File: src/rtl/lspe_pkg.sv
package lspe_pkg;

	localparam int unsigned NumChannels = 7;
	localparam logic [6:0] LeftCornerMask = 7'h0F;
	localparam logic [6:0] RightCornerMask = 7'h78;

	localparam logic [6:0] MagnitudeReset = 7'd50;

	typedef enum logic [1:0] {
		REG_POLARITY_ACTIVE_LOW = 2'd0,
		REG_CORNER_DETECT_ENABLE = 2'd1,
		REG_CORNER_ERROR_MAGNITUDE = 2'd2
	} reg_index_t;

	typedef enum logic [2:0] {
		OP_HOLD = 3'd0,
		OP_LOAD = 3'd1,
		OP_ACC = 3'd2,
		OP_ABS = 3'd3,
		OP_DIV = 3'd4,
		OP_FIN = 3'd5
	} op_t;

	typedef struct packed {
		op_t op;
		logic [2:0] step;
	} ctrl_t;

	typedef struct packed {
		logic corner_en;
		logic [6:0] magnitude;
	} cfg_t;

	typedef struct packed {
		logic found;
		logic signed [1:0] direction;
	} corner_t;

	function automatic logic [7:0] lspe_weight(input logic [2:0] idx);
		logic [7:0] w;
		case (idx)
			3'd0: w = 8'sd50;
			3'd1: w = 8'sd33;
			3'd2: w = 8'sd16;
			3'd4: w = -8'sd16;
			3'd5: w = -8'sd33;
			3'd6: w = -8'sd50;
			default: w = 8'd0;
		endcase
		return w;
	endfunction

endpackage

File: src/rtl/lspe_if.sv
interface lspe_in_if;
	logic valid;
	logic ready;
	logic [6:0] pin_levels;

	modport source (output valid, output pin_levels, input ready);
	modport sink (input valid, input pin_levels, output ready);
endinterface

interface lspe_out_if;
	logic valid;
	logic ready;
	logic [6:0] raw_levels;
	logic [6:0] active_channels;
	logic [2:0] active_total;
	logic line_present;
	logic signed [7:0] position_error;
	logic corner_found;
	logic signed [1:0] corner_direction;
	logic [31:0] sample_number;

	modport source (
		output valid, output raw_levels, output active_channels, output active_total,
		output line_present, output position_error, output corner_found,
		output corner_direction, output sample_number, input ready
	);
	modport sink (
		input valid, input raw_levels, input active_channels, input active_total,
		input line_present, input position_error, input corner_found,
		input corner_direction, input sample_number, output ready
	);
endinterface

interface lspe_cfg_if;
	logic valid;
	logic ready;
	logic [1:0] index;
	logic [6:0] data;

	modport source (output valid, output index, output data, input ready);
	modport sink (input valid, input index, input data, output ready);
endinterface

File: src/rtl/lspe_unit.sv
module lspe_unit
	import lspe_pkg::*;
(
	input logic clk,
	input ctrl_t ctrl,
	input logic [6:0] load_act,
	input cfg_t cfg,
	output logic [6:0] act,
	output logic [2:0] total,
	output logic signed [7:0] err,
	output corner_t corner
);

	logic [6:0] act_q;
	logic [7:0] acc_q;
	logic [2:0] cnt_q;
	logic [6:0] qd_q;
	logic [2:0] rem_q;

	logic [7:0] op_a;
	logic [7:0] op_b;
	logic sub;
	logic [7:0] sum;
	logic [3:0] shifted;
	logic left_m;
	logic right_m;
	logic left_c;
	logic right_c;

	assign shifted = {rem_q, qd_q[6]};
	assign left_m = (act_q & LeftCornerMask) == LeftCornerMask;
	assign right_m = (act_q & RightCornerMask) == RightCornerMask;
	assign left_c = cfg.corner_en && left_m && !right_m;
	assign right_c = cfg.corner_en && right_m && !left_m;

	// single shared adder
	always_comb begin
		op_a = '0;
		op_b = '0;
		sub = 1'b0;
		unique case (ctrl.op)
			OP_ACC: begin
				op_a = acc_q;
				op_b = lspe_weight(ctrl.step);
			end
			OP_ABS: begin
				op_b = acc_q;
				sub = 1'b1;
			end
			OP_DIV: begin
				op_a = {4'b0, shifted};
				op_b = {5'b0, cnt_q};
				sub = 1'b1;
			end
			OP_FIN: begin
				if (left_c) begin
					op_b = {1'b0, cfg.magnitude};
				end else if (right_c) begin
					op_b = {1'b0, cfg.magnitude};
					sub = 1'b1;
				end else begin
					op_b = {1'b0, qd_q};
					sub = acc_q[7];
				end
			end
			default: begin
			end
		endcase
		sum = op_a + (sub ? ~op_b : op_b) + {7'b0, sub};
	end

	always_ff @(posedge clk) begin
		unique case (ctrl.op)
			OP_LOAD: begin
				act_q <= load_act;
				acc_q <= '0;
				cnt_q <= '0;
			end
			OP_ACC: begin
				if (act_q[ctrl.step]) begin
					acc_q <= sum;
					cnt_q <= cnt_q + 3'd1;
				end
			end
			OP_ABS: begin
				qd_q <= acc_q[7] ? sum[6:0] : acc_q[6:0];
				rem_q <= '0;
			end
			OP_DIV: begin
				// restoring step, one quotient bit
				if (!sum[7]) begin
					rem_q <= sum[2:0];
					qd_q <= {qd_q[5:0], 1'b1};
				end else begin
					rem_q <= shifted[2:0];
					qd_q <= {qd_q[5:0], 1'b0};
				end
			end
			default: begin
			end
		endcase
	end

	assign act = act_q;
	assign total = cnt_q;
	assign err = signed'(sum);
	assign corner.found = left_c || right_c;
	assign corner.direction = left_c ? 2'sd1 : (right_c ? -2'sd1 : 2'sd0);

endmodule

File: src/rtl/line_sensor_position_estimator.sv
// Line sensor position estimator.
// sample: one item per sensor sample, pin_levels bit i is channel i.
// result: one item per sample with the active mask, active count, line flag,
// position error (weighted average of channel weights, or the corner
// magnitude on a right-angle corner), corner flags and the sample number.
// cfg: register writes (polarity, corner enable, corner magnitude), always
// ready; write only while no sample is in flight.
// For each sample the mask and counters load at the accepting edge, then
// seven accumulate steps and one absolute-value step run on the shared adder,
// seven restoring divide steps on that same adder and one final step, which
// writes the result register.
// sample.ready is high only while the sequencer is idle, so a new sample is
// accepted only after the previous one has reached the result register.
// A finished result waits in the output register; a new sample may be
// accepted meanwhile, but the final step waits until the register is free.
// Reset clears the held error and the sample counter, sets the registers
// to polarity active high, corner detect on and magnitude 50, and empties
// the output register.
module line_sensor_position_estimator
	import lspe_pkg::*;
(
	input logic clk,
	input logic arst_n,
	lspe_in_if.sink sample,
	lspe_out_if.source result,
	lspe_cfg_if.sink cfg
);

	typedef enum logic [4:0] {
		S_IDLE = 5'b00001,
		S_ACC = 5'b00010,
		S_ABS = 5'b00100,
		S_DIV = 5'b01000,
		S_FIN = 5'b10000
	} state_t;

	state_t state_q;
	logic [2:0] step_q;

	logic polarity_q;
	cfg_t cfg_q;

	logic [6:0] raw_q;
	logic signed [7:0] held_q;
	logic [31:0] count_q;

	logic out_valid_q;
	logic [6:0] out_raw_q;
	logic [6:0] out_act_q;
	logic [2:0] out_total_q;
	logic out_line_q;
	logic signed [7:0] out_err_q;
	logic out_found_q;
	logic signed [1:0] out_dir_q;

	ctrl_t ctrl;
	logic [6:0] load_act;
	logic [6:0] act;
	logic [2:0] total;
	logic signed [7:0] err;
	corner_t corner;

	logic in_fire;
	logic out_free;
	logic line;

	assign sample.ready = state_q == S_IDLE;
	assign in_fire = sample.valid && sample.ready;
	assign out_free = !out_valid_q || result.ready;
	assign cfg.ready = 1'b1;
	assign load_act = polarity_q ? ~sample.pin_levels : sample.pin_levels;
	assign line = total != 3'd0;

	always_comb begin
		ctrl.step = step_q;
		unique case (state_q)
			S_IDLE: ctrl.op = in_fire ? OP_LOAD : OP_HOLD;
			S_ACC: ctrl.op = OP_ACC;
			S_ABS: ctrl.op = OP_ABS;
			S_DIV: ctrl.op = OP_DIV;
			S_FIN: ctrl.op = OP_FIN;
			default: ctrl.op = OP_HOLD;
		endcase
	end

	lspe_unit u_unit (
		.clk(clk),
		.ctrl(ctrl),
		.load_act(load_act),
		.cfg(cfg_q),
		.act(act),
		.total(total),
		.err(err),
		.corner(corner)
	);

	always_ff @(posedge clk or negedge arst_n) begin
		if (!arst_n) begin
			polarity_q <= 1'b0;
			cfg_q.corner_en <= 1'b1;
			cfg_q.magnitude <= MagnitudeReset;
		end else if (cfg.valid && cfg.ready) begin
			unique case (cfg.index)
				REG_POLARITY_ACTIVE_LOW: polarity_q <= cfg.data[0];
				REG_CORNER_DETECT_ENABLE: cfg_q.corner_en <= cfg.data[0];
				REG_CORNER_ERROR_MAGNITUDE: cfg_q.magnitude <= cfg.data;
				default: begin
				end
			endcase
		end
	end

	always_ff @(posedge clk or negedge arst_n) begin
		if (!arst_n) begin
			state_q <= S_IDLE;
			step_q <= '0;
			held_q <= '0;
			count_q <= '0;
			out_valid_q <= 1'b0;
		end else begin
			if (state_q == S_FIN && out_free) begin
				out_valid_q <= 1'b1;
			end else if (result.ready) begin
				out_valid_q <= 1'b0;
			end
			unique case (state_q)
				S_IDLE: begin
					if (in_fire) begin
						state_q <= S_ACC;
						step_q <= '0;
					end
				end
				S_ACC: begin
					if (step_q == 3'(NumChannels - 1)) begin
						state_q <= S_ABS;
						step_q <= '0;
					end else begin
						step_q <= step_q + 3'd1;
					end
				end
				S_ABS: begin
					state_q <= S_DIV;
					step_q <= '0;
				end
				S_DIV: begin
					if (step_q == 3'(NumChannels - 1)) begin
						state_q <= S_FIN;
					end else begin
						step_q <= step_q + 3'd1;
					end
				end
				S_FIN: begin
					if (out_free) begin
						state_q <= S_IDLE;
						count_q <= count_q + 32'd1;
						if (line) begin
							held_q <= err;
						end
					end
				end
				default: state_q <= S_IDLE;
			endcase
		end
	end

	always_ff @(posedge clk) begin
		if (in_fire) begin
			raw_q <= sample.pin_levels;
		end
		if (state_q == S_FIN && out_free) begin
			out_raw_q <= raw_q;
			out_act_q <= act;
			out_total_q <= total;
			out_line_q <= line;
			out_err_q <= line ? err : held_q;
			out_found_q <= line && corner.found;
			out_dir_q <= line ? corner.direction : 2'sd0;
		end
	end

	assign result.valid = out_valid_q;
	assign result.raw_levels = out_raw_q;
	assign result.active_channels = out_act_q;
	assign result.active_total = out_total_q;
	assign result.line_present = out_line_q;
	assign result.position_error = out_err_q;
	assign result.corner_found = out_found_q;
	assign result.corner_direction = out_dir_q;
	assign result.sample_number = count_q;

`ifndef SYNTHESIS
	a_busy_after_accept: assert property (@(posedge clk) disable iff (!arst_n)
		in_fire |=> !sample.ready)
		else $error("sample accepted while sequencer busy");

	a_no_line_no_corner: assert property (@(posedge clk) disable iff (!arst_n)
		result.valid && !result.line_present |-> !result.corner_found
			&& result.corner_direction == 2'sd0)
		else $error("corner flagged without a line");

	a_corner_direction: assert property (@(posedge clk) disable iff (!arst_n)
		result.valid && result.corner_found |-> result.corner_direction != 2'sd0)
		else $error("corner found without a direction");
`endif

endmodule
File: src/flat_wrapper.sv
// flat-port wrapper written by rule: the top's interface ports become plain ports
module line_sensor_position_estimator_flat import lspe_pkg::*;
  (clk, arst_n, sample_valid, sample_pin_levels, sample_ready, result_valid, result_raw_levels, result_active_channels, result_active_total, result_line_present, result_position_error, result_corner_found, result_corner_direction, result_sample_number, result_ready, cfg_valid, cfg_index, cfg_data, cfg_ready);
  lspe_in_if sample_i ();
  lspe_out_if result_i ();
  lspe_cfg_if cfg_i ();
  input logic clk;
  input logic arst_n;
  input wire logic [$bits(sample_i.valid)-1:0] sample_valid;
  input wire logic [$bits(sample_i.pin_levels)-1:0] sample_pin_levels;
  output wire logic [$bits(sample_i.ready)-1:0] sample_ready;
  output wire logic [$bits(result_i.valid)-1:0] result_valid;
  output wire logic [$bits(result_i.raw_levels)-1:0] result_raw_levels;
  output wire logic [$bits(result_i.active_channels)-1:0] result_active_channels;
  output wire logic [$bits(result_i.active_total)-1:0] result_active_total;
  output wire logic [$bits(result_i.line_present)-1:0] result_line_present;
  output wire logic [$bits(result_i.position_error)-1:0] result_position_error;
  output wire logic [$bits(result_i.corner_found)-1:0] result_corner_found;
  output wire logic [$bits(result_i.corner_direction)-1:0] result_corner_direction;
  output wire logic [$bits(result_i.sample_number)-1:0] result_sample_number;
  input wire logic [$bits(result_i.ready)-1:0] result_ready;
  input wire logic [$bits(cfg_i.valid)-1:0] cfg_valid;
  input wire logic [$bits(cfg_i.index)-1:0] cfg_index;
  input wire logic [$bits(cfg_i.data)-1:0] cfg_data;
  output wire logic [$bits(cfg_i.ready)-1:0] cfg_ready;
  assign sample_i.valid = sample_valid;
  assign sample_i.pin_levels = sample_pin_levels;
  assign sample_ready = sample_i.ready;
  assign result_valid = result_i.valid;
  assign result_raw_levels = result_i.raw_levels;
  assign result_active_channels = result_i.active_channels;
  assign result_active_total = result_i.active_total;
  assign result_line_present = result_i.line_present;
  assign result_position_error = result_i.position_error;
  assign result_corner_found = result_i.corner_found;
  assign result_corner_direction = result_i.corner_direction;
  assign result_sample_number = result_i.sample_number;
  assign result_i.ready = result_ready;
  assign cfg_i.valid = cfg_valid;
  assign cfg_i.index = cfg_index;
  assign cfg_i.data = cfg_data;
  assign cfg_ready = cfg_i.ready;
  line_sensor_position_estimator u_core (.clk(clk), .arst_n(arst_n), .sample(sample_i), .result(result_i), .cfg(cfg_i));
endmodule
File: config.mk
export PLATFORM = sky130hd
export DESIGN_NAME = line_sensor_position_estimator_flat
export DESIGN_NICKNAME = d
export VERILOG_FILES = /design/src/rtl/lspe_pkg.sv /design/src/rtl/lspe_if.sv /design/src/rtl/lspe_unit.sv /design/src/rtl/line_sensor_position_estimator.sv /design/src/flat_wrapper.sv
export SDC_FILE = /design/constraint.sdc
export NUM_CORES = 1
export LEC_CHECK = 0
export BUFFER_PORTS_ARGS = -buffer_cell sky130_fd_sc_hd__buf_2
export CAP_MARGIN = 20
export CORE_ASPECT_RATIO = 0.7
export CORE_MARGIN = 2
export CORE_UTILIZATION = 55
export CTS_BUF_LIST = sky130_fd_sc_hd__clkbuf_4 sky130_fd_sc_hd__clkbuf_8
export CTS_CLUSTER_DIAMETER = 150
export CTS_CLUSTER_SIZE = 16
export DETAILED_ROUTE_END_ITERATION = 12
export PLACE_DENSITY = 0.79
export SLEW_MARGIN = 20
export SYNTH_ARGS = -nofsm -noshare
export SYNTH_HDL_FRONTEND = slang
export SYNTH_SLANG_ARGS = --single-unit
File: constraint.sdc
create_clock -name clk -period 5.2 [get_ports clk]
set_input_delay 0.26 -clock clk [delete_from_list [all_inputs] [get_ports clk]]
set_output_delay 0.26 -clock clk [all_outputs]
set_load 0.02 [all_outputs]
==> results of run 1 <==
-- per-layer routing --
layer | vias to the layer above | GRT usage
li1 | 1955 | -
met1 | 2007 | 0.352
met2 | 142 | 0.328
met3 | 16 | 0.0661
met4 | 0 | 0.0934
met5 | - | 0
-- cells in the mapped netlist, types with 2 or more instances --
cell type / number / share of area
a21oi_1: 15 / 0.013
o21ai_0: 25 / 0.022
nand2b_1: 5 / 0.0054
nand4_1: 8 / 0.0086
o41ai_1: 2 / 0.0030
and3_1: 4 / 0.0043
o22ai_1: 2 / 0.0022
nor2_1: 32 / 0.021
and4_1: 4 / 0.0060
a31oi_1: 2 / 0.0022
dfstp_2: 5 / 0.023
nand2_1: 67 / 0.043
dfrtp_1: 53 / 0.23
ha_1: 14 / 0.030
o311ai_0: 2 / 0.0030
or4_1: 2 / 0.0026
nor3_1: 5 / 0.0043
a22oi_1: 3 / 0.0039
xnor2_1: 37 / 0.056
nand3_1: 15 / 0.013
edfxtp_1: 64 / 0.33
and2_1: 11 / 0.012
buf_2: 2 / 0.0017
mux2i_1: 14 / 0.024
nand3b_1: 2 / 0.0026
a21o_1: 3 / 0.0039
nor3b_1: 3 / 0.0039
clkbuf_1: 10 / 0.0065
nor4_1: 2 / 0.0022
nor2b_1: 2 / 0.0022
or3_1: 2 / 0.0022
xor2_1: 15 / 0.023
o221ai_1: 2 / 0.0030
o21bai_1: 2 / 0.0026
inv_1: 14 / 0.0090
mux2_2: 13 / 0.025
-- sequential cells by signal, indices dropped and copies added, names as in the netlist --
| register | cells |
|---|---|
| u_core.result.valid | 1 |
| u_core.u_unit.total | 3 |
| u_core.result.line_present | 1 |
| u_core.u_unit.acc_q | 8 |
| u_core.result.raw_levels | 7 |
| u_core.u_unit.rem_q | 3 |
| u_core.result.position_error | 8 |
| u_core.result.active_total | 3 |
| u_core.u_unit.qd_q | 7 |
| u_core.raw_q | 7 |
| u_core.result.active_channels | 7 |
| u_core.cfg_q | 8 |
| u_core.result.corner_found | 1 |
| u_core.step_q | 3 |
| u_core.polarity_q | 1 |
| u_core.state_q | 5 |
| u_core.result.sample_number | 32 |
| u_core.u_unit.act | 7 |
| u_core.result.corner_direction | 2 |
| u_core.held_q | 8 |
-- area by class of cell --
class                   instances  area [sq um]  area share
flip-flops and latches        122          3380       0.495
multi-input cells             341          2320       0.340
repair buffers                 92           495      0.0725
clock buffers                  21           270      0.0396
well taps                     132           165      0.0242
clock inverters                11           145      0.0212
inverters                      15          56.3     0.00824
-- power breakdown --
part           switching (mW)  internal (mW)
Clock                   0.384          0.503
Sequential              0.142           1.21
Combinational           0.527          0.326
Total                    1.05           2.04
-- kinds of logic (layout without fill, tap and decap cells) --
family,count (synthesis),in the layout
other,1,1
flip-flops,122,122
AND/OR/NAND/NOR,172,172
XOR/XNOR,52,52
adder cells (fa/ha/maj),15,15
buffers and inverters,29,139
multiplexers,29,29
AO/OA/AOI/OAI,72,72
-- worst max-delay path, stage by stage, from the launching register on --
cell and delay (ns):
dfrtp_1 0.43, or3_4 0.42, nor3b_1 0.60, a21oi_2 0.33, xnor2_1 0.37, ha_1 0.32, and4_1 0.22, a221oi_2 0.39
nor2_1 0.14, a211oi_4 0.34, o21ai_0 0.15
-- repair_timing --
item / in CTS / in global routing
hold endpoints to repair: 28 / 1
hold buffers: 4 / 1
setup buffers: 0 / 0
-- how the worst max path moves through the flow --
stage / from / cells past startpoint / end / slack (ns)
floorplan: u_core.state_q[2] / 10 / u_core.u_unit.rem_q[0] / 1.05
global placement: u_core.state_q[1] / 10 / u_core.result.position_error[7] / 1.32
detailed placement: u_core.state_q[1] / 10 / u_core.result.position_error[7] / 1.26
CTS: u_core.state_q[1] / 10 / u_core.result.position_error[7] / 1.26
global route: u_core.state_q[3] / 14 / u_core.u_unit.qd_q[6] / 0.93
finish: u_core.state_q[1] / 10 / u_core.result.position_error[7] / 1.20
-- through the flow --
| stage | cell area [sq um] | total power, mW |
|---|---|---|
| after floorplan | 5810 | 1.93 |
| after global placement | 6360 | 2.16 |
| after detailed placement | 6360 | 2.19 |
| after CTS | 6820 | 3.08 |
| after global routing | 6830 | 3.24 |
| final | 6830 | 3.09 |
==> results.ini, run 1 <==
[clock_network]
cts_buffer_depth = 2
numCtsBuffers = 17
clk_pin_slew_worst_paths_ns = 0.07
cts_resized = 0
clockRootBuffer = clkbuf_8
cts.sinks = 122
cts-htree-levels = 4
cts_tree = yes
clkLatencyLatePin_ns = 0.45

[logic_synthesis]
synth_mux_area_frac = 0.0570
synth_top_family_by_area = simple AND/OR/NAND/NOR gates
yosys_warnings = 0
netlist_area_sq_um = 5810
synth.net_count = 528
async_reset_ff_frac = 0.475
synthSimpleGateAreaFrac = 0.146
synthAdderAreaFrac = 0.0336
ys_seq_area_frac = 0.581
ys_seq_elements = 122
synth_area_per_cell_sq_um = 11.8
synth-compound-area-share = 0.0824
synth_edf_count = 64
synthDistinctLibCells = 65
yosys_most_used_dff = edfxtp_1
syn_inst = 492
yosys.area_share.xor_xnor = 0.0783

[setup_path]
rr_worst_depth = 10
endpoint_kind = flop
r2r_end = u_core.result.position_error[7]
timing_worst_setup_path_type = flop to flop
timing.reg2reg.setup_slack_ns = 1.20
cp_max_fo = 8
worstPathArrival_ns = 4.16
start_kind = flop
r2r-start = u_core.state_q[1]
critPathRequiredTime_ns = 5.36

[global_routing]
grt.total_usage = 0.236
antenna_found_initial = 0
grt_pass1_vias = 3896
grt_max_degree = 59
grt_pass1_wl_mm = 20.5
grt_remaining_overflow = 0

[min_path]
hold_depth = 1
hp-class = input port to flop
min_to = u_core.raw_q[4]
holdCritStartpoint = sample_pin_levels[4]

[floorplanning]
rows = 31
coreArea_sq_um = 10300
start_util = 0.563
dieArea_sq_um = 11400
ioPinCount = 85
die_h_um = 90.0
die_w_um = 127

[timing]
min_period_ns = 4.00
fmax_mhz = 250
tightest_slew_ns = 0.953
fin_setup_tns_ns = 0
setup_slack_ns = 1.20
slew_violations = 0
hold_violations = 0
rsz0062_at_grt = false
holdWs_ns = 0.0204
relSlewSlack = 0.365
setup_viol = 0
period_share = 0.770
fin_skew_ns = 0.0132

[drt]
drtIter0Drc = 344
drt-met1-wl_mm = 6.15
vias_per_cell = 5.61
met2WireLength_mm = 5.40
drt-pass1-iter-count = 5
wirelength_mm = 12.7
top_layer = met4
vias = 4120
routedWlPerCell_um = 17.3
drc_errors = 0
met3_length_um = 945
ant_nets = 0

[place]
port_buffers = 83
dp_hpwl_mm = 9.24
dp_slack_ns = 1.26
gp_congestion = 0.910
place_inst = 697

[layout]
nFillCells = 762
fin_util = 0.662
n_antenna_cell = 0
num-nets-final = 625
drive_gt1_frac = 0.249
final_cell_mix = buf_2 (83), nand2_1 (67), edfxtp_1 (64)
layout_commonest_cell = buf_2
synthToLayoutAreaGrowth_pct = 17.5
instances_no_fill = 734

[power_and_ir_drop]
p_per_area_nw_per_um2 = 452
p_leak_nw = 2.97
ir_drop_mv = 0.204

[flow_run]
cap_violations = 0

[run_status]
status = completed

Note: power is estimated with default switching activity, not from simulation.
==> run 2, diff against run 1 <==
--- a/config.mk
+++ b/config.mk
@@ -9,12 +9,12 @@
 export CAP_MARGIN = 20
 export CORE_ASPECT_RATIO = 0.7
 export CORE_MARGIN = 2
-export CORE_UTILIZATION = 55
+export CORE_UTILIZATION = 53
 export CTS_BUF_LIST = sky130_fd_sc_hd__clkbuf_4 sky130_fd_sc_hd__clkbuf_8
 export CTS_CLUSTER_DIAMETER = 150
 export CTS_CLUSTER_SIZE = 16
 export DETAILED_ROUTE_END_ITERATION = 12
-export PLACE_DENSITY = 0.79
+export PLACE_DENSITY = 0.8
 export SLEW_MARGIN = 20
 export SYNTH_ARGS = -nofsm -noshare
 export SYNTH_HDL_FRONTEND = slang
==> constraint.sdc (replaced) <==
create_clock -name clk -period 3.6 [get_ports clk]
set_input_delay 0.18 -clock clk [delete_from_list [all_inputs] [get_ports clk]]
set_output_delay 0.18 -clock clk [all_outputs]
set_load 0.02 [all_outputs]
==> run 2 against run 1 <==
Worst setup slack worse by 1.1 ns; core utilization is 3.1 points higher; register-to-register slack worse by 1.1 ns; critical path depth up 4; sequential power is 42% higher; largest power group unchanged; highest routed layer unchanged.
==> results.ini, run 2 (same netlist as run 1, synthesis figures left out) <==
[timing]
relSlewSlack = 0.570  ; +0.205
fmax_mhz = 283  ; +13%
period_share = 0.981  ; +0.211
fin_skew_ns = 0.0175  ; +0.00422 ns
holdWs_ns = 0.0782  ; +0.0577 ns
slew_violations = 0  ; unchanged
min_period_ns = 3.53  ; -0.470 ns
tightest_slew_ns = 0.645  ; -0.308 ns
setup_viol = 0  ; unchanged
hold_violations = 0  ; unchanged

[power_and_ir_drop]
ir_drop_mv = 0.353  ; +73%
swShare = 0.348  ; +0.00775
p_per_area_nw_per_um2 = 636  ; +41%
pwr-share-clk = 0.265  ; -0.022
switchingPower_mw = 1.61  ; +53%
pwr-share-comb = 0.321  ; +0.045
power.share.sequential = 0.414  ; -0.023
internal_power_mw = 3.02  ; +48%
p_leak_nw = 3.20  ; +8.1%

[clock_network]
numCtsBuffers = 17  ; unchanged
clkLatencyLatePin_ns = 0.44  ; about the same
cts-htree-levels = 4  ; unchanged
cts_tree = yes
cts_buffer_depth = 2  ; unchanged
cts.sinks = 122  ; unchanged
clockRootBuffer = clkbuf_8
clk_pin_slew_worst_paths_ns = 0.08  ; about the same

[layout]
n_antenna_cell = 0  ; unchanged
layout_commonest_cell = buf_2
final_cell_mix = buf_2 (83), nand2_1 (67), edfxtp_1 (64)
largest_reg_flops = 32  ; unchanged
nFillCells = 770  ; +1.0%
multi_input_area_sq_um = 2380  ; +2.4%
regArea_sq_um = 3380  ; about the same
drive_gt1_frac = 0.309  ; +0.0601
num-nets-final = 673  ; +7.7%
instances_no_fill = 798  ; +8.7%
synthToLayoutAreaGrowth_pct = 25.3

[drt]
drc_errors = 0  ; unchanged
drtIter0Drc = 346  ; +0.58%
vias = 4396  ; +6.7%
drt-pass1-iter-count = 5  ; unchanged
vias_per_cell = 5.51  ; -1.9%
routedWlPerCell_um = 17.1  ; -1.0%
wirelength_mm = 13.6  ; +7.6%
ant_nets = 0  ; unchanged

[setup_path]
cp_slowest_cell = o21ai_0
start_kind = flop
endpoint_kind = flop
critical_path_buf_inv_count = 2  ; +2
worstPathArrival_ns = 3.73  ; -0.43 ns
crit_path_max_incr_delay_ns = 0.46  ; -0.14 ns
crit_family = compound AO/OA/AOI/OAI gates
critPathRequiredTime_ns = 3.80  ; -1.56 ns
timing_worst_setup_path_type = flop to flop
cp_max_fo = 8  ; unchanged
worstPathCellList = nand4_1 > a21oi_1 > o21ai_0 > a21oi_2 > buf_4 > xnor2_1 > ha_1 > a21oi_2 > o21bai_1 > a221oi_2 > nor2_2 > a211oi_4 > buf_4 > nor2_1

[floorplanning]
die_w_um = 129  ; +1.8%
die_h_um = 91.6  ; +1.8%
rows = 31  ; unchanged
coreArea_sq_um = 10500  ; +1.9%
start_util = 0.553  ; -0.0104
ioPinCount = 85  ; unchanged
dieArea_sq_um = 11800  ; +3.6%

[place]
dp_hpwl_mm = 9.64  ; +4.4%
port_buffers = 83  ; unchanged
place_inst = 739  ; +6.0%
gp_congestion = 0.974  ; +7.0%

[global_routing]
grt_remaining_overflow = 0  ; unchanged
grt.total_usage = 0.237  ; +0.00159
antenna_found_initial = 0  ; unchanged
grt_max_degree = 39  ; -34%
grt_pass1_vias = 4132  ; +6.1%
grt_pass1_wl_mm = 21.2  ; +3.6%

[min_path]
hp-class = input port to flop

[run_status]
status = completed

[flow_run]
cap_violations = 0  ; unchanged

==> run 2: cell count changes in the layout (fill, tap and decap cells not counted), sizes merged <==
cell         previous run  this run
buf                    87       125
bufinv                  3         2
clkbuf                 21        19
clkinv                  2         8
clkinvlp                3         0
dlygate4sd3             5        15
==> run 2: routing by layer <==
metal	share of wire	GRT usage	up-vias	wire length (um)
met4	0.0089	0.0752	0	121
met1	0.46	0.350	2151	6280
met2	0.45	0.334	179	6100
met5	0	0	-	0
met3	0.083	0.0764	15	1140
li1	-	-	2051	-
==> run 2: final timing paths <==
kind | to | cells after the start | start | slack, ns
worst max-delay path | u_core.u_unit.acc_q[7] | 14 | u_core.u_unit.act[1] | 0.07
worst min-delay path | u_core.state_q[0] | 3 | sample_valid | 0.08
worst max register to register | u_core.u_unit.acc_q[7] | 14 | u_core.u_unit.act[1] | 0.07
worst min register to register | u_core.result.raw_levels[2] | 0 | u_core.raw_q[2] | 0.42
max in group asynchronous | u_core.cfg_q[5] | 3 | arst_n | 2.39
min in group asynchronous | u_core.result.sample_number[25] | 2 | arst_n | 0.29
==> run 2: area by class of cell <==
| type | instances | area share |
|---|---|---|
| Sequential cell | 122 | 0.464 |
| Clock buffer | 19 | 0.0350 |
| Tap cell | 148 | 0.0254 |
| Timing Repair Buffer | 140 | 0.121 |
| Clock inverter | 13 | 0.0196 |
| Inverter | 15 | 0.00773 |
| Multi-Input combinational cell | 341 | 0.326 |
==> run 2: what timing repair did <==
| item | CTS | global route |
|---|---|---|
| gates resized for setup | 1 | 21 |
| gates cloned | 0 | 0 |
| hold buffers | 15 | 0 |
| endpoints found under the setup margin | 2 | 19 |
| pin swaps | 0 | 13 |
| endpoints found under the hold margin | 41 | 0 |
| buffers inserted | 0 | 12 |
==> run 2: worst reg2reg max path, stage by stage, from the launching register on <==
cell and delay (ns):
edfxtp_1 0.44, nand4_1 0.24, a21oi_1 0.11, o21ai_0 0.46, a21oi_2 0.11, buf_4 0.20
xnor2_1 0.14, ha_1 0.36, a21oi_2 0.16, o21bai_1 0.08, a221oi_2 0.33, nor2_2 0.09
a211oi_4 0.37, buf_4 0.19, nor2_1 0.03
==> run 2: stage by stage <==
stage	TNS [ns]	setup WS, ns	util	instance area, sq um	power, mW
floorplan	0	0.0505	-	5820	2.79
global placement	0	0.0262	0.626	6580	3.23
detailed placement	0	0.00460	0.626	6580	3.28
CTS	0	0.0120	0.678	7130	4.52
global route	-0.251	-0.0802	0.693	7280	4.86
finish	0	0.0686	0.693	7280	4.63
==> run 2: power by group through the flow <==
stage	sequential [mW]	clock, mW	combinational, mW
global placement	1.92	0	1.31
global route	1.94	1.32	1.61
CTS	1.91	1.24	1.37
finish	1.92	1.23	1.49
detailed placement	1.93	0	1.35
floorplan	1.86	0	0.928
==> run 3, diff against run 2 <==
--- a/config.mk
+++ b/config.mk
@@ -7,14 +7,14 @@
 export LEC_CHECK = 0
 export BUFFER_PORTS_ARGS = -buffer_cell sky130_fd_sc_hd__buf_2
 export CAP_MARGIN = 20
-export CORE_ASPECT_RATIO = 0.7
+export CORE_ASPECT_RATIO = 1.75
 export CORE_MARGIN = 2
 export CORE_UTILIZATION = 53
 export CTS_BUF_LIST = sky130_fd_sc_hd__clkbuf_4 sky130_fd_sc_hd__clkbuf_8
 export CTS_CLUSTER_DIAMETER = 150
 export CTS_CLUSTER_SIZE = 16
 export DETAILED_ROUTE_END_ITERATION = 12
-export PLACE_DENSITY = 0.8
+export PLACE_DENSITY = 0.78
 export SLEW_MARGIN = 20
 export SYNTH_ARGS = -nofsm -noshare
 export SYNTH_HDL_FRONTEND = slang
==> run 3 against run 2 <==
Worst setup slack better by 0.090 ns; die area up 0.16%; sequential share of layout area up 0.73 points; critical path depth down 2; fmax up 2.6%; clock power about the same; count of clock-buffer cells in the layout down 1; combinational power about the same; largest power group unchanged.
==> results.ini, run 3 (same netlist as run 1, synthesis figures left out) <==
[power_and_ir_drop]
swShare = 0.345  ; -0.00363
p_leak_nw = 3.15  ; -1.7%
switchingPower_mw = 1.57  ; -2.4%
pwr-share-comb = 0.321  ; about the same
p_per_area_nw_per_um2 = 637  ; +0.21%
pwr-share-clk = 0.262  ; -0.003
internal_power_mw = 2.99  ; -0.82%
ir_drop_mv = 0.527  ; +49%
power.share.sequential = 0.417  ; +0.003

[setup_path]
worstPathCellList = or3_4 > or3b_4 > buf_4 > o21ai_1 > xnor2_2 > ha_1 > and4_1 > a221oi_2 > buf_4 > a211oi_4 > buf_4 > a21o_1
crit_path_max_incr_delay_ns = 0.44  ; -0.02 ns
cp_max_fo = 9  ; +1
cp_common_cell = buf_4
critical_path_buf_inv_count = 3  ; +1
endpoint_kind = flop
timing_worst_setup_path_type = flop to flop
cp_slowest_cell = dfrtp_1
crit_family = simple AND/OR/NAND/NOR gates
worstPathArrival_ns = 3.64  ; -0.09 ns
critPathRequiredTime_ns = 3.80  ; about the same
start_kind = flop

[timing]
relSlewSlack = 0.514  ; -0.0559
fmax_mhz = 291  ; +2.6%
setup_viol = 0  ; unchanged
fin_setup_tns_ns = 0  ; unchanged
holdWs_ns = 0.0626  ; -0.0156 ns
setup_slack_ns = 0.158  ; +0.0897 ns
hold_violations = 0  ; unchanged
slew_violations = 0  ; unchanged
rsz0062_at_grt = false
fin_skew_ns = 0.0125  ; -0.00493 ns
tightest_slew_ns = 0.729  ; +0.0839 ns
min_period_ns = 3.44  ; -0.0897 ns
period_share = 0.956  ; -0.0249

[floorplanning]
rows = 50  ; +61%
ioPinCount = 85  ; unchanged
start_util = 0.543  ; -0.00964
coreArea_sq_um = 10700  ; +1.8%
die_h_um = 143  ; +56%
dieArea_sq_um = 11900  ; +0.16%
die_w_um = 83.2  ; -36%

[flow_run]
cap_violations = 0  ; unchanged

[layout]
fin_util = 0.670  ; -0.0228
num-nets-final = 663  ; -1.5%
synthToLayoutAreaGrowth_pct = 23.3
largest_reg_flops = 32  ; unchanged
final_cell_mix = buf_2 (83), nand2_1 (66), edfxtp_1 (64)
layout_commonest_cell = buf_2
drive_gt1_frac = 0.297  ; -0.0124
final_area_sq_um = 7170  ; -1.6%
n_antenna_cell = 0  ; unchanged

[clock_network]
clkLatencyLatePin_ns = 0.44  ; about the same
numCtsBuffers = 17  ; unchanged
cts_buffer_depth = 2  ; unchanged
clk_pin_slew_worst_paths_ns = 0.08  ; about the same
cts_tree = yes
clockRootBuffer = clkbuf_8
cts-htree-levels = 4  ; unchanged
cts.sinks = 122  ; unchanged

[place]
port_buffers = 83  ; unchanged
place_area_sq_um = 6540  ; -0.57%
gp_congestion = 0.955  ; -1.9%
dp_hpwl_mm = 10.3  ; +6.4%
dp_slack_ns = 0.0117  ; +0.00712 ns

[drt]
drt-pass1-iter-count = 6  ; +1
drtIter0Drc = 226  ; -35%
wirelength_mm = 14.0  ; +2.9%
vias_per_cell = 5.70  ; +3.5%
ant_nets = 0  ; unchanged
drc_errors = 0  ; unchanged
vias = 4392  ; -0.091%
routedWlPerCell_um = 18.2  ; +6.6%

[run_status]
status = completed

[global_routing]
grt_max_degree = 39  ; unchanged
grt_pass1_vias = 4588  ; +11%
grt_remaining_overflow = 0  ; unchanged
antenna_found_initial = 0  ; unchanged
grt_pass1_wl_mm = 22.5  ; +5.7%
grt.total_usage = 0.245  ; +0.00802

[min_path]
hp-class = input port to flop

[run 3: stage by stage]
stage,std cells,total power [mW]
2_1_floorplan,492,2.79
3_3_place_gp,719,3.23
3_5_place_dp,719,3.29
4_1_cts,766,4.50
5_1_grt,770,4.78
6_report,770,4.57
[run 3: worst paths after layout]
check                                        from                         endpoint  slack, ns  depth (start not counted)
worst min register to register    u_core.raw_q[6]      u_core.result.raw_levels[6]       0.42                          0
worst max register to register  u_core.state_q[3]            u_core.u_unit.qd_q[0]       0.16                         12
max in group asynchronous                  arst_n                 u_core.held_q[1]       2.42                          3
worst min-delay path                 sample_valid                u_core.state_q[0]       0.06                          3
min in group asynchronous                  arst_n  u_core.result.sample_number[25]       0.34                          2
worst max-delay path            u_core.state_q[3]            u_core.u_unit.qd_q[0]       0.16                         12
[run 3: final cells by class]
type	instances	area, sq um
Clock inverter	14	148
Clock buffer	18	241
Fill cell	785	3530
Multi-Input combinational cell	341	2370
Inverter	15	56.3
Tap cell	130	163
Timing Repair Buffer	130	806
Sequential cell	122	3380
[run 3: power groups by stage]
stage	Combinational [mW]	Clock, mW	Sequential (mW)
finish	1.47	1.20	1.91
global route	1.59	1.26	1.93
CTS	1.38	1.21	1.90
detailed placement	1.36	0	1.93
global placement	1.31	0	1.91
floorplan	0.928	0	1.86
[run 3: worst min-delay path, stage by stage]
cell      delay [ns]
buf_2           0.09
nand2b_1        0.14
o41ai_1         0.09
[run 3: timing repair]
| action | in CTS | in global routing |
|---|---|---|
| hold buffers | 15 | 0 |
| gates resized for setup | 0 | 18 |
| setup buffers | 0 | 4 |
| hold endpoints to repair | 42 | 0 |
| setup endpoints to repair | 0 | 18 |
[run 3: layer usage]
| metal | wire, um | share of wire | global-route usage |
|---|---|---|---|
| met4 | 544 | 0.039 | 0.128 |
| met2 | 7910 | 0.56 | 0.466 |
| met5 | 0 | 0 | 0 |
| met1 | 4990 | 0.36 | 0.247 |
| met3 | 589 | 0.042 | 0.0539 |
